File: src/hw/rtl/tsr_pkg.sv
// tsr_pkg: shared types, widths, codes and reset values for the touch stroke recorder
// no dependencies; imported by the channel interfaces and all tsr modules

package tsr_pkg;

   localparam int DEF_MAX_POINTS = 512;

   localparam int OPCODE_W    = 4;
   localparam int COORD_W     = 12;
   localparam int INDEX_W     = 9;
   localparam int COUNT_OUT_W = 10;
   localparam int HEADER_W    = 16;
   localparam int WORD_W      = 2 * COORD_W;
   localparam int COUNT_EXT_W = 16;

   localparam int CSR_INDEX_W = 2;
   localparam int CSR_DATA_W  = 12;

   localparam logic                   ENABLE_RESET     = 1'b1;
   localparam logic [COORD_W-1:0]     DEADBAND_RESET   = 12'd5;
   localparam logic [COUNT_OUT_W-1:0] MIN_POINTS_RESET = 10'd32;

   typedef enum logic [OPCODE_W-1:0] {
      OP_SLOT        = 4'd0,
      OP_RELEASE     = 4'd1,
      OP_POS_X       = 4'd2,
      OP_POS_Y       = 4'd3,
      OP_BLANK       = 4'd4,
      OP_UNBLANK     = 4'd5,
      OP_READ_COUNT  = 4'd6,
      OP_READ_POINT  = 4'd7,
      OP_READ_FINISH = 4'd8,
      OP_OTHER       = 4'd9
   } op_type;

   typedef enum logic [CSR_INDEX_W-1:0] {
      CSR_ENABLE        = 2'd0,
      CSR_MOVE_DEADBAND = 2'd1,
      CSR_MIN_POINTS    = 2'd2
   } csr_index_type;

   typedef struct packed {
      logic                   trigger;
      logic [COUNT_OUT_W-1:0] point_count;
      logic [HEADER_W-1:0]    header;
      logic                   rd_hit;
   } result_type;

endpackage

File: src/hw/rtl/tsr_state.sv
// tsr_state: configuration registers, stroke state and per-transaction update
// depends on tsr_pkg; drives the point store write and read addresses

module tsr_state import tsr_pkg::*; #(
   parameter int MAX_POINTS = DEF_MAX_POINTS,
   localparam int ADDR_W = $clog2(MAX_POINTS),
   localparam int CNT_W  = $clog2(MAX_POINTS + 1)
) (
   input  logic                   clock,
   input  logic                   reset,
   input  logic                   csr_wr_en,
   input  logic [CSR_INDEX_W-1:0] csr_index,
   input  logic [CSR_DATA_W-1:0]  csr_wdata,
   input  logic                   accept,
   input  logic [OPCODE_W-1:0]    opcode,
   input  logic [COORD_W-1:0]     value,
   input  logic [INDEX_W-1:0]     index,
   output result_type             res,
   output logic                   mem_wr_en,
   output logic [ADDR_W-1:0]      mem_wr_addr,
   output logic [WORD_W-1:0]      mem_wr_data,
   output logic [ADDR_W-1:0]      mem_rd_addr
);

   localparam logic [CNT_W-1:0]       MaxCount = CNT_W'(MAX_POINTS);
   localparam logic [COUNT_EXT_W-1:0] MaxExt   = COUNT_EXT_W'(MAX_POINTS);

   logic                   enable_ff, enable_in;
   logic [COORD_W-1:0]     deadband_ff, deadband_in;
   logic [COUNT_OUT_W-1:0] min_points_ff, min_points_in;

   logic               blanked_ff, blanked_in;
   logic               locked_ff, locked_in;
   logic [CNT_W-1:0]   count_ff, count_in;
   logic [COORD_W-1:0] cur_x_ff, cur_x_in;
   logic [COORD_W-1:0] cur_y_ff, cur_y_in;
   logic [COORD_W-1:0] last_x_ff, last_x_in;
   logic [COORD_W-1:0] last_y_ff, last_y_in;

   logic                   touch_ok;
   logic [COORD_W-1:0]     new_x, new_y;
   logic                   first_point, moved, can_store, do_store;
   logic [COUNT_EXT_W-1:0] count_ext, count_next_ext;
   logic [7:0]             count_hi;
   logic                   trig;

   function automatic logic [COORD_W-1:0] abs_diff(input logic [COORD_W-1:0] a,
                                                   input logic [COORD_W-1:0] b);
      return (a > b) ? (a - b) : (b - a);
   endfunction

   // configuration
   always_comb begin
      enable_in     = enable_ff;
      deadband_in   = deadband_ff;
      min_points_in = min_points_ff;
      if (csr_wr_en) begin
         case (csr_index_type'(csr_index))
            CSR_ENABLE:        enable_in     = csr_wdata[0];
            CSR_MOVE_DEADBAND: deadband_in   = csr_wdata;
            CSR_MIN_POINTS:    min_points_in = csr_wdata[COUNT_OUT_W-1:0];
            default:           ;
         endcase
      end
   end

   // point logging decision for position transactions
   assign touch_ok   = enable_ff & blanked_ff;
   assign new_x      = (op_type'(opcode) == OP_POS_X) ? value : cur_x_ff;
   assign new_y      = (op_type'(opcode) == OP_POS_Y) ? value : cur_y_ff;
   assign first_point = (count_ff == '0);
   assign moved      = (abs_diff(new_x, last_x_ff) > deadband_ff) |
                       (abs_diff(new_y, last_y_ff) > deadband_ff);
   assign can_store  = (count_ff < MaxCount) & ~locked_ff;
   assign count_ext  = COUNT_EXT_W'(count_ff);

   always_comb begin
      blanked_in = blanked_ff;
      locked_in  = locked_ff;
      count_in   = count_ff;
      cur_x_in   = cur_x_ff;
      cur_y_in   = cur_y_ff;
      last_x_in  = last_x_ff;
      last_y_in  = last_y_ff;
      do_store   = 1'b0;
      trig       = 1'b0;
      if (accept) begin
         case (op_type'(opcode))
            OP_SLOT: begin
               if (touch_ok && !locked_ff) begin
                  count_in = '0;
               end
            end
            OP_RELEASE: begin
               if (touch_ok) begin
                  if (count_ext >= COUNT_EXT_W'(min_points_ff)) begin
                     trig      = 1'b1;
                     locked_in = 1'b1;
                  end else if (!locked_ff) begin
                     count_in = '0;
                  end
               end
            end
            OP_POS_X, OP_POS_Y: begin
               if (touch_ok) begin
                  cur_x_in = new_x;
                  cur_y_in = new_y;
                  do_store = (first_point | moved) & can_store;
                  if (first_point || do_store) begin
                     last_x_in = new_x;
                     last_y_in = new_y;
                  end
                  if (do_store) begin
                     count_in = count_ff + CNT_W'(1);
                  end
               end
            end
            OP_BLANK: begin
               blanked_in = 1'b1;
            end
            OP_UNBLANK: begin
               blanked_in = 1'b0;
               if (!locked_ff) begin
                  count_in = '0;
               end
            end
            OP_READ_FINISH: begin
               locked_in = 1'b0;
               count_in  = '0;
            end
            default: ;
         endcase
      end
   end

   // result fields
   assign count_next_ext = COUNT_EXT_W'(count_in);
   assign count_hi       = count_ext[15:8];

   always_comb begin
      res             = '0;
      res.trigger     = trig;
      res.point_count = count_next_ext[COUNT_OUT_W-1:0];
      if (op_type'(opcode) == OP_READ_COUNT) begin
         res.header = {((count_hi != 8'd0) ? count_hi : 8'hff), count_ext[7:0]};
      end
      if (op_type'(opcode) == OP_READ_POINT) begin
         res.rd_hit = (COUNT_EXT_W'(index) < count_ext) && (COUNT_EXT_W'(index) < MaxExt);
      end
   end

   assign mem_wr_en   = do_store;
   assign mem_wr_addr = ADDR_W'(count_ff);
   assign mem_wr_data = {new_x, new_y};
   assign mem_rd_addr = ADDR_W'(index);

   always_ff @(posedge clock) begin
      if (reset) begin
         enable_ff     <= ENABLE_RESET;
         deadband_ff   <= DEADBAND_RESET;
         min_points_ff <= MIN_POINTS_RESET;
         blanked_ff    <= 1'b0;
         locked_ff     <= 1'b0;
         count_ff      <= '0;
         cur_x_ff      <= '0;
         cur_y_ff      <= '0;
         last_x_ff     <= '0;
         last_y_ff     <= '0;
      end else begin
         enable_ff     <= enable_in;
         deadband_ff   <= deadband_in;
         min_points_ff <= min_points_in;
         blanked_ff    <= blanked_in;
         locked_ff     <= locked_in;
         count_ff      <= count_in;
         cur_x_ff      <= cur_x_in;
         cur_y_ff      <= cur_y_in;
         last_x_ff     <= last_x_in;
         last_y_ff     <= last_y_in;
      end
   end

   a_count_bound: assert property (@(posedge clock) disable iff (reset)
      count_ff <= MaxCount)
      else $error("point count beyond store depth");

   a_trigger_locks: assert property (@(posedge clock) disable iff (reset)
      accept && trig |=> locked_ff && count_ff == $past(count_ff))
      else $error("trigger did not lock the stroke");

   a_store_counts: assert property (@(posedge clock) disable iff (reset)
      mem_wr_en |=> count_ff == CNT_W'($past(count_ff) + 1'b1))
      else $error("stored point not counted");

endmodule

File: config.mk
export PLATFORM = sky130hd
export DESIGN_NAME = tsr_state
export DESIGN_NICKNAME = d
export VERILOG_FILES = /design/src/hw/rtl/tsr_pkg.sv /design/src/hw/rtl/tsr_state.sv
export SDC_FILE = /design/constraint.sdc
export NUM_CORES = 1
export LEC_CHECK = 0
export ABC_AREA = 1
export BUFFER_PORTS_ARGS = -buffer_cell sky130_fd_sc_hd__buf_4
export CAP_MARGIN = 25
export CORE_AREA = 2 2 148 150
export CTS_CLUSTER_SIZE = 8
export DETAILED_ROUTE_END_ITERATION = 10
export DIE_AREA = 0 0 150 152
export PLACE_DENSITY = 0.54
export SLEW_MARGIN = 20
export SYNTH_ARGS = -nofsm -noshare
export SYNTH_HDL_FRONTEND = slang
export SYNTH_SLANG_ARGS = --single-unit
File: constraint.sdc
create_clock -name clock -period 8 [get_ports clock]
set_clock_uncertainty 0.05 [all_clocks]
set_input_delay 1.2 -clock clock [delete_from_list [all_inputs] [get_ports clock]]
set_output_delay 1.2 -clock clock [all_outputs]
set_load 0.005 [all_outputs]
-- After elaboration in Yosys (flattened, before gate mapping)
Cells that the tools add are included.
- flip-flop bits (word level): 83
- logic and storage cells: 83
- input bits: 43
- output and inout port bits: 71
- add/sub/neg operators: 5
- mux-type cells: 26
- $lt $le $gt $ge: 7
- reductions and logical operators: 17
- eq/ne operators: 12
- bitwise operators: 6
- operators by type and width (cell ; count):
    $mux 10 ; 7
    $pmux 10 s5 ; 1
    $gt 12x12->1 ; 4
    $mux 12 ; 4
    $sub 12x12->12 ; 4
    $eq 4x3->1 const B ; 4
    $mux 16 ; 1
    $add 10x1->10 const B ; 1
    $ge 10x10->1 ; 1
    $logic_not 10->1 ; 1
    $lt 10x10->1 const B ; 1
    $lt 9x10->1 ; 1
    $mux 1 ; 10
    $eq 4x2->1 const B ; 2
    $mux 8 ; 1
    $reduce_and 2->1 ; 4
    $reduce_and 4->1 ; 2
    $reduce_bool 8->1 ; 1
    $eq 4x1->1 const B ; 1
    $eq 4x4->1 const B ; 1
    $logic_not 4->1 ; 1
    $ne 2x2->1 const B ; 2
    $pmux 1 s2 ; 2
    $reduce_bool 2->1 ; 2
    11 further kinds ; 14

-- Logic depth before layout (Yosys ltp)
Gate-level depths: netlist of the first run.
- depth after elaboration: 12
- gate-level depth with buffers: 38
- depth with buffers taken out: 36

-- Worst setup path before layout of the first run
No wires, ideal clock.
- path type: input port to output port
- from: in opcode[3]
- to: out res[22] in the netlist's numbering
- data arrival time: 5.210 ns
- setup slack: 1.540 ns
- cell stages on the path: 34
- path buffers: 2
- data required time: 6.750 ns
- cell sequence: nor2_2 inv_2 nor2_2 buf_4 nand2_2 o21ai_0 inv_1 ha_1 fa_1 o21ai_2 a21oi_1 o21ai_1 nand2_1 nand2_2 nand2_4 buf_6 o21ai_2 xor2_1 inv_1 ha_1 nand2_1 nor2_1 and2_1 nand2_1 nand3_1 nand2_1 nand3_4 nand2_4 nor2_1 nand2_1 nand3_1 nand2_1 o21ai_0 inv_1
- RTL lines (what ; line ; RTL):
    start, declared ; tsr_state.sv:15 ; input logic [OPCODE_W-1:0] opcode,
    end, declared ; tsr_state.sv:18 ; output result_type res,

==> results of run 1 <==
==> final timing paths <==
path                                       from                       endpoint  slack, ns  depth (start not counted)
setup / recovery                      opcode[3]                        res[25]       0.76                         33
hold / removal    min_points_ff[2]$_SDFFE_PP0P_  min_points_ff[2]$_SDFFE_PP0P_       0.41                          2
setup reg to reg       cur_y_ff[3]$_SDFFE_PP0P_     last_x_ff[10]$_SDFFE_PP0P_       3.31                         29
hold reg to reg   min_points_ff[2]$_SDFFE_PP0P_  min_points_ff[2]$_SDFFE_PP0P_       0.41                          2
==> metal layers <==
layer | GRT usage | vias up | wire (um)
li1 | - | 3668 | -
met5 | 0 | - | 0
met4 | 0.0530 | 0 | 458
met1 | 0.264 | 3106 | 10300
met3 | 0.0348 | 26 | 1200
met2 | 0.302 | 194 | 9610
==> through the flow <==
step / setup slack [ns] / power, mW / std cells / hold slack (ns) / instance area, um^2
detailed placement: 0.633 / 0.834 / 1416 / 0.404 / 8200
global route: 0.0725 / 1.38 / 1432 / 0.435 / 8520
CTS: 0.621 / 1.30 / 1432 / 0.414 / 8520
finish: 0.759 / 1.28 / 1432 / 0.411 / 8520
floorplan: 1.54 / 0.735 / 1071 / 0.383 / 7290
global placement: 0.630 / 0.832 / 1416 / 0.404 / 8200
==> cell usage after synthesis (9+ instances only) <==
library cell and instances:
nand3_1 40, buf_4 26, a31oi_1 9, clkbuf_1 18, ha_1 90, nor3_1 9, o21ai_1 19, dfxtp_1 83
o21ai_0 109, nor2_1 61, a21oi_1 126, nand2_1 163, xor2_1 17, nand4_1 11, inv_1 180
==> kinds of logic after synthesis <==
group / Yosys count / synth area share
xor gates and xnor gates: 23 / 0.0276
and+or+nand+nor: 309 / 0.187
buffers and inverters: 245 / 0.146
adders and majority gates: 94 / 0.165
muxes: 8 / 0.0117
DFF: 83 / 0.228
AOI/OAI and AO/OA: 309 / 0.235
==> sequential cells by signal, summed over array words and instances, names as in the netlist <==
signal         flops
enable_ff          1
blanked_ff         1
last_x_ff         12
min_points_ff     10
locked_ff          1
cur_x_ff          12
last_y_ff         12
deadband_ff       12
cur_y_ff          12
count_ff          10
==> critical path: cells and delay by family <==
family	cells	cell delay [ns]
buffers and inverters	5	0.44
multiplexers	1	0.25
AO/OA/AOI/OAI	5	1.12
XOR/XNOR	1	0.16
AND/OR/NAND/NOR	19	2.11
adder cells (fa/ha/maj)	2	0.69
==> report_power, final <==
| part | switching [mW] | internal (mW) | total, mW | leakage (nW) |
|---|---|---|---|---|
| clock | 0.187 | 0.274 | 0.461 | 0.141 |
| combinational | 0.235 | 0.158 | 0.393 | 3.42 |
| sequential | 0.00785 | 0.423 | 0.430 | 0.673 |
==> area by class of cell <==
class / instances / share of cell area
clock buffer: 10 / 0.0269
clock inverter: 6 / 0.0106
inverter: 188 / 0.0831
multi-input combinational: 743 / 0.536
sequential: 83 / 0.195
tap: 280 / 0.0411
timing repair buffer: 122 / 0.107
==> flow_summary.ini, run 1 <==
[cts]
cts_buffer_depth = 2
cts_buffers = 9
cts_tree = built
worstSkewPairLatency_ns = 0.35
postCtsResizedCells = 0
cts_root_buffer = clkbuf_16
postCtsSetupBuffers = 0
clkTransAtPathRegs_ns = 0.06
ctsHoldBuffers = 0
clkSinkCount = 83
htreeDepth = 3

[grt]
track_usage = 0.191
grt_pass1_vias = 6576
grt_max_degree = 55
antenna_found_initial = 0
overflow = 0
grt_pass1_wl_mm = 34.8

[sta]
tightest_slew_ns = 0.812
hold_violations = 0
max-slew-margin-rel = 0.457
fmax_ghz = 0.138
rsz0062_at_grt = no
report.final.slew_viol_count = 0
min_period_over_period = 0.905
period_minus_slack_ns = 7.24
setup_tns_ns = 0
setup_violations = 0

[worst_setup_path]
path_class = in -> out
end_kind = primary output
start_kind = primary input
worstPathArrival_ns = 5.99
cpPeakStageDelay_ns = 0.47
cp_max_fo = 16
required_ns = 6.75
cp_slowest_cell = o21ai_0
critPathMostFrequentCell = nand2_1

[job]
maxCapViolCount = 0

[drt]
wl_per_cell_um = 15.0
wl_mm = 21.5
drc = 0
drtAntennaViolNets = 0
first_iter_violations = 381
vias_per_cell = 4.88
vias = 6994
firstDrtPassIters = 5

[synthesis]
ys.flop_type = dfxtp_1
synth_area_per_cell_um2 = 6.81
synth_area_leaders = dfxtp_1 23%, ha_1 15%, inv_1 9.3%
synth_seq_cells = 83
yosysTopAreaCell = dfxtp_1
netlist_area_um2 = 7290
synth_edf_count = 0
synth_cells = 1071
yosysWarnings = 0
synth_cell_types = 50
ys_seq_area_frac = 0.228
async_flop_share = 0
synth_top_area_frac = 0.228
syn_nets = 1208

[place]
port_buffers = 113
gp_congestion = 0.878
hpwl_mm = 17.0

[final_layout]
area_delta_synth_final_pct = 16.8
fin_nets = 1284
drive_gt1_frac = 0.152
layout_commonest_cell = inv_1
fill_cells = 2357
seq_area_um2 = 1660
multiInputGateArea_um2 = 4570
diodes = 0
post-route-util = 0.399
mostFrequentLayoutCells = 180 x inv_1, 162 x nand2_1, 126 x a21oi_1, 122 x buf_4, 109 x o21ai_0

[floorplanning]
die_area_um2 = 22800
io_pins = 114
initial_core_util = 0.342
rows = 54
die_w_um = 150
fp.coreArea_um2 = 21400
die_h_um = 152

[power_and_ir_drop]
p_per_area_nw_per_um2 = 151
ir_worst_vdd_v = 0.0000895
power.leakage_nw = 4.23

[status]
status = complete, no violations

[worst_hold_path]
min-delay-path-class = reg -> reg
Power figures use the tool's default switching activity.
==> run 2: changes to the inputs <==
==> constraint.sdc (replaced) <==
create_clock -name clock -period 9.1 [get_ports clock]
set_clock_uncertainty 0.05 [all_clocks]
set_input_delay 1.365 -clock clock [delete_from_list [all_inputs] [get_ports clock]]
set_output_delay 1.365 -clock clock [all_outputs]
set_load 0.005 [all_outputs]
==> flow_summary.ini, run 2 (same netlist as run 1, synthesis figures left out) <==
[status]
status = complete, no violations

[floorplanning]
initial_core_util = 0.342
die_h_um = 152
die_w_um = 150
rows = 54
io_pins = 114
die_area_um2 = 22800
fp.coreArea_um2 = 21400

[cts]
cts_buffer_depth = 2
cts_root_buffer = clkbuf_16
postCtsResizedCells = 0
worstSkewPairLatency_ns = 0.35
postCtsSetupBuffers = 0
ctsHoldBuffers = 0
clkTransAtPathRegs_ns = 0.06
clkSinkCount = 83
cts_buffers = 9
cts_tree = built
htreeDepth = 3

[power_and_ir_drop]
sequentialPowerShare = 0.343
swShare = 0.340
ir_worst_vdd_v = 0.000110
p_total_mw = 1.10
pwr-share-comb = 0.313
p_per_area_nw_per_um2 = 131
power.leakage_nw = 4.20
clockPowerShare = 0.345
internal_power_mw = 0.729
switching_power_mw = 0.376

[final_layout]
fill_cells = 2338
mostFrequentLayoutCells = 180 x inv_1, 163 x nand2_1, 126 x a21oi_1, 116 x buf_4, 109 x o21ai_0
area_delta_synth_final_pct = 15.9
diodes = 0
drive_gt1_frac = 0.147
layout_commonest_cell = inv_1
fin_nets = 1278

[place]
gp_congestion = 0.899
dpl_worst_slack_ns = 0.949
hpwl_mm = 16.8
port_buffers = 113

[drt]
vias_per_cell = 4.93
wl_per_cell_um = 15.0
first_iter_violations = 365
vias = 7031
drc = 0
drtAntennaViolNets = 0
wl_mm = 21.4
firstDrtPassIters = 5

[worst_setup_path]
cp_max_fo = 25
path_class = in -> out
critPathMostFrequentCell = nand2_1
worstPathArrival_ns = 6.80
crit_buf_inv = 6
start_kind = primary input
cpLargestDelayFamily = simple AND/OR/NAND/NOR gates
cp_slowest_cell = o21ai_0
required_ns = 7.69
cpPeakStageDelay_ns = 0.54
end_kind = primary output

[grt]
track_usage = 0.189
grt_max_degree = 55
grt_pass1_wl_mm = 34.7
grt_pass1_vias = 6615
antenna_found_initial = 0
overflow = 0

[sta]
setup_violations = 0
fmax_ghz = 0.122
max-slew-margin-rel = 0.461
tightest_slew_ns = 0.805
setup_tns_ns = 0
hold_violations = 0
report.final.slew_viol_count = 0
period_minus_slack_ns = 8.22
setup_slack_ns = 0.884
rsz0062_at_grt = no
min_period_over_period = 0.903

[job]
maxCapViolCount = 0

[worst_hold_path]
min-delay-path-class = reg -> reg
## run 2: cell count changes in the layout (fill, tap and decap cells not counted)
cell / change
buf_4: -6
clkinv_2: +3
clkinvlp_4: -3
bufinv_16: -1
clkbuf_8: +1
nand2_1: +1
nand2_2: -1
## run 2: path summary, 6_finish.rpt
check                                                   start                             to  slack [ns]  cells after the start
worst min register to register  min_points_ff[2]$_SDFFE_PP0P_  min_points_ff[2]$_SDFFE_PP0P_        0.42                      2
worst min-delay path            min_points_ff[2]$_SDFFE_PP0P_  min_points_ff[2]$_SDFFE_PP0P_        0.42                      2
worst max-delay path                                opcode[3]                        res[26]        0.88                     33
worst max register to register       cur_x_ff[0]$_SDFFE_PP0P_      last_y_ff[0]$_SDFFE_PP0P_        4.27                     33
## run 2: layer usage
layer / track usage / vias to the layer above / wire [um]
met4: 0.0404 / 0 / 303
met3: 0.0318 / 28 / 1070
met2: 0.311 / 195 / 9670
met5: 0 / - / 0
met1: 0.260 / 3149 / 10400
li1: - / 3659 / -
## run 2: worst register-to-register path, delay by kind of cell (launching register included)
family | cells | cell delay, ns
xor gates and xnor gates | 1 | 0.25
buffers and inverters | 7 | 0.80
adders and majority gates | 3 | 0.94
and+or+nand+nor | 17 | 1.67
DFF | 1 | 0.32
AOI/OAI and AO/OA | 5 | 0.66
## run 2: cell type report
type	instances	area [um^2]	share of cell area
Inverter	188	708	0.0838
Clock inverter	5	52.6	0.00622
Clock buffer	11	243	0.0287
Timing Repair Buffer	116	871	0.103
Tap cell	280	350	0.0415
Sequential cell	83	1660	0.197
Multi-Input combinational cell	743	4560	0.540
## run 2: metrics by stage
step           cell area [um^2]  std cells  hold WS, ns   util
2_1_floorplan              7290       1071        0.383      -
4_1_cts                    8450       1426        0.415  0.396
3_5_place_dp               8150       1410        0.406  0.382
3_3_place_gp               8150       1410        0.404  0.382
5_1_grt                    8450       1426        0.433  0.396
6_report                   8450       1426        0.415  0.396
## run 2: power by group through the flow
| stage | clock, mW | combinational [mW] | sequential, mW |
|---|---|---|---|
| finish | 0.381 | 0.345 | 0.378 |
| floorplan | 0 | 0.262 | 0.384 |
| global placement | 0 | 0.343 | 0.387 |
| CTS | 0.391 | 0.347 | 0.378 |
| detailed placement | 0 | 0.346 | 0.387 |
| global route | 0.406 | 0.395 | 0.379 |
==> run 3: changes to the inputs <==
--- a/config.mk
+++ b/config.mk
@@ -6,13 +6,15 @@
 export NUM_CORES = 1
 export LEC_CHECK = 0
 export ABC_AREA = 1
-export BUFFER_PORTS_ARGS = -buffer_cell sky130_fd_sc_hd__buf_4
+export BUFFER_PORTS_ARGS = -buffer_cell sky130_fd_sc_hd__buf_2
 export CAP_MARGIN = 25
+export CELL_PAD_IN_SITES_DETAIL_PLACEMENT = 0
+export CELL_PAD_IN_SITES_GLOBAL_PLACEMENT = 1
 export CORE_AREA = 2 2 148 150
 export CTS_CLUSTER_SIZE = 8
 export DETAILED_ROUTE_END_ITERATION = 10
 export DIE_AREA = 0 0 150 152
-export PLACE_DENSITY = 0.54
+export PLACE_DENSITY = 0.71
 export SLEW_MARGIN = 20
 export SYNTH_ARGS = -nofsm -noshare
 export SYNTH_HDL_FRONTEND = slang
==> flow_summary.ini, run 3 (same netlist as run 1, synthesis figures left out) <==
[sta]
setup_violations = 0
fmax_ghz = 0.126
setup_tns_ns = 0
period_minus_slack_ns = 7.94
tightest_slew_ns = 0.842
min_period_over_period = 0.873
report.final.slew_viol_count = 0
rsz0062_at_grt = no
hold_violations = 0
max-slew-margin-rel = 0.437
setup_slack_ns = 1.16

[floorplanning]
fp.coreArea_um2 = 21400
die_h_um = 152
die_w_um = 150
io_pins = 114
initial_core_util = 0.342
rows = 54
die_area_um2 = 22800

[cts]
htreeDepth = 3
postCtsResizedCells = 0
cts_tree = built
cts_root_buffer = clkbuf_16
cts_buffers = 9
worstSkewPairLatency_ns = 0.35
cts_buffer_depth = 2
ctsHoldBuffers = 0
clkSinkCount = 83
postCtsSetupBuffers = 0
clkTransAtPathRegs_ns = 0.06

[drt]
wl_mm = 21.9
wl_per_cell_um = 15.3
vias_per_cell = 4.89
vias = 7004
firstDrtPassIters = 5
drtAntennaViolNets = 0
first_iter_violations = 376
drc = 0

[job]
maxCapViolCount = 0

[final_layout]
area_delta_synth_final_pct = 12.5
drive_gt1_frac = 0.152
diodes = 0
mostFrequentLayoutCells = 180 x inv_1, 163 x nand2_1, 126 x a21oi_1, 113 x buf_2, 109 x o21ai_0
fin_nets = 1284
stdcell_area_um2 = 8200
post-route-util = 0.384
fill_cells = 2376
layout_commonest_cell = inv_1

[power_and_ir_drop]
pwr-share-comb = 0.313
sequentialPowerShare = 0.349
internal_power_mw = 0.691
p_per_area_nw_per_um2 = 132
swShare = 0.361
clockPowerShare = 0.337
power.leakage_nw = 4.19
ir_worst_vdd_v = 0.0000884
switching_power_mw = 0.390

[grt]
overflow = 0
track_usage = 0.191
grt_max_degree = 71
grt_pass1_wl_mm = 34.6
grt_pass1_vias = 6477
antenna_found_initial = 0

[status]
status = complete, no violations

[worst_setup_path]
worstPathArrival_ns = 6.53
cpPeakStageDelay_ns = 0.54
path_class = in -> out
start_kind = primary input
reg2reg_from = cur_x_ff[0]$_SDFFE_PP0P_
rrSetupSlack_ns = 4.31
critPathMostFrequentCell = nand2_1
critPathLaunch = opcode[1]
cp_max_fo = 25
cp_slowest_cell = o21ai_0
end_kind = primary output
required_ns = 7.69

[place]
port_buffers = 113
dpl_worst_slack_ns = 1.20
placed_area_um2 = 7920
gp_congestion = 0.876
hpwl_mm = 17.5

[worst_hold_path]
min-delay-path-class = reg -> reg
min_from = min_points_ff[7]$_SDFFE_PP0P_
==> run 3: cell count changes in the layout (fill, tap and decap cells not counted) <==
cell       previous run  this run
clkbuf_8              1         0
clkinv_2              3         1
inv_6                 0         3
inv_8                 0         1
buf_4               116         9
buf_2                 0       113
clkbuf_1              1         0
bufinv_16             1         0
clkinv_4              0         1
==> run 3: final cells by class <==
cell class	instances	area (um^2)	area share
clock inverter	7	58.8	0.00717
timing repair buffer	122	633	0.0772
inverter	188	708	0.0864
clock buffer	9	225	0.0275
multi-input combinational	743	4560	0.556
sequential	83	1660	0.203
tap	280	350	0.0427
==> run 3: worst paths after layout <==
check / to / depth (start not counted)
setup reg to reg: last_y_ff[0]$_SDFFE_PP0P_ / 30
hold / removal: min_points_ff[7]$_SDFFE_PP0P_ / 2
hold reg to reg: min_points_ff[7]$_SDFFE_PP0P_ / 2
setup / recovery: res[22] / 34
==> run 3: worst max-delay path: cells and delay by family <==
kind | cells | cell delay, ns
AOI/OAI and AO/OA | 4 | 1.09
xor gates and xnor gates | 1 | 0.15
adders and majority gates | 3 | 0.98
buffers and inverters | 6 | 0.58
and+or+nand+nor | 20 | 2.33
==> run 3: metrics by stage <==
step           total power, mW  hold slack (ns)  std cells
6_report                  1.08            0.416       1432
3_5_place_dp             0.723            0.408       1416
5_1_grt                   1.16            0.442       1432
4_1_cts                   1.09            0.421       1432
2_1_floorplan            0.646            0.383       1071
3_3_place_gp             0.724            0.400       1416
==> run 3: power groups by stage <==
stage	clock (mW)	combinational, mW	sequential [mW]
final	0.364	0.339	0.378
after global routing	0.393	0.388	0.378
after CTS	0.373	0.339	0.378
after detailed placement	0	0.337	0.386
after global placement	0	0.338	0.386
after floorplan	0	0.262	0.384
==> run 3: routing by layer <==
metal	vias to the layer above	global-route usage	wire (um)
met5	-	0	0
met4	0	0.0346	188
met3	14	0.0291	857
met2	140	0.306	10000
met1	3176	0.273	10800
li1	3674	-	-
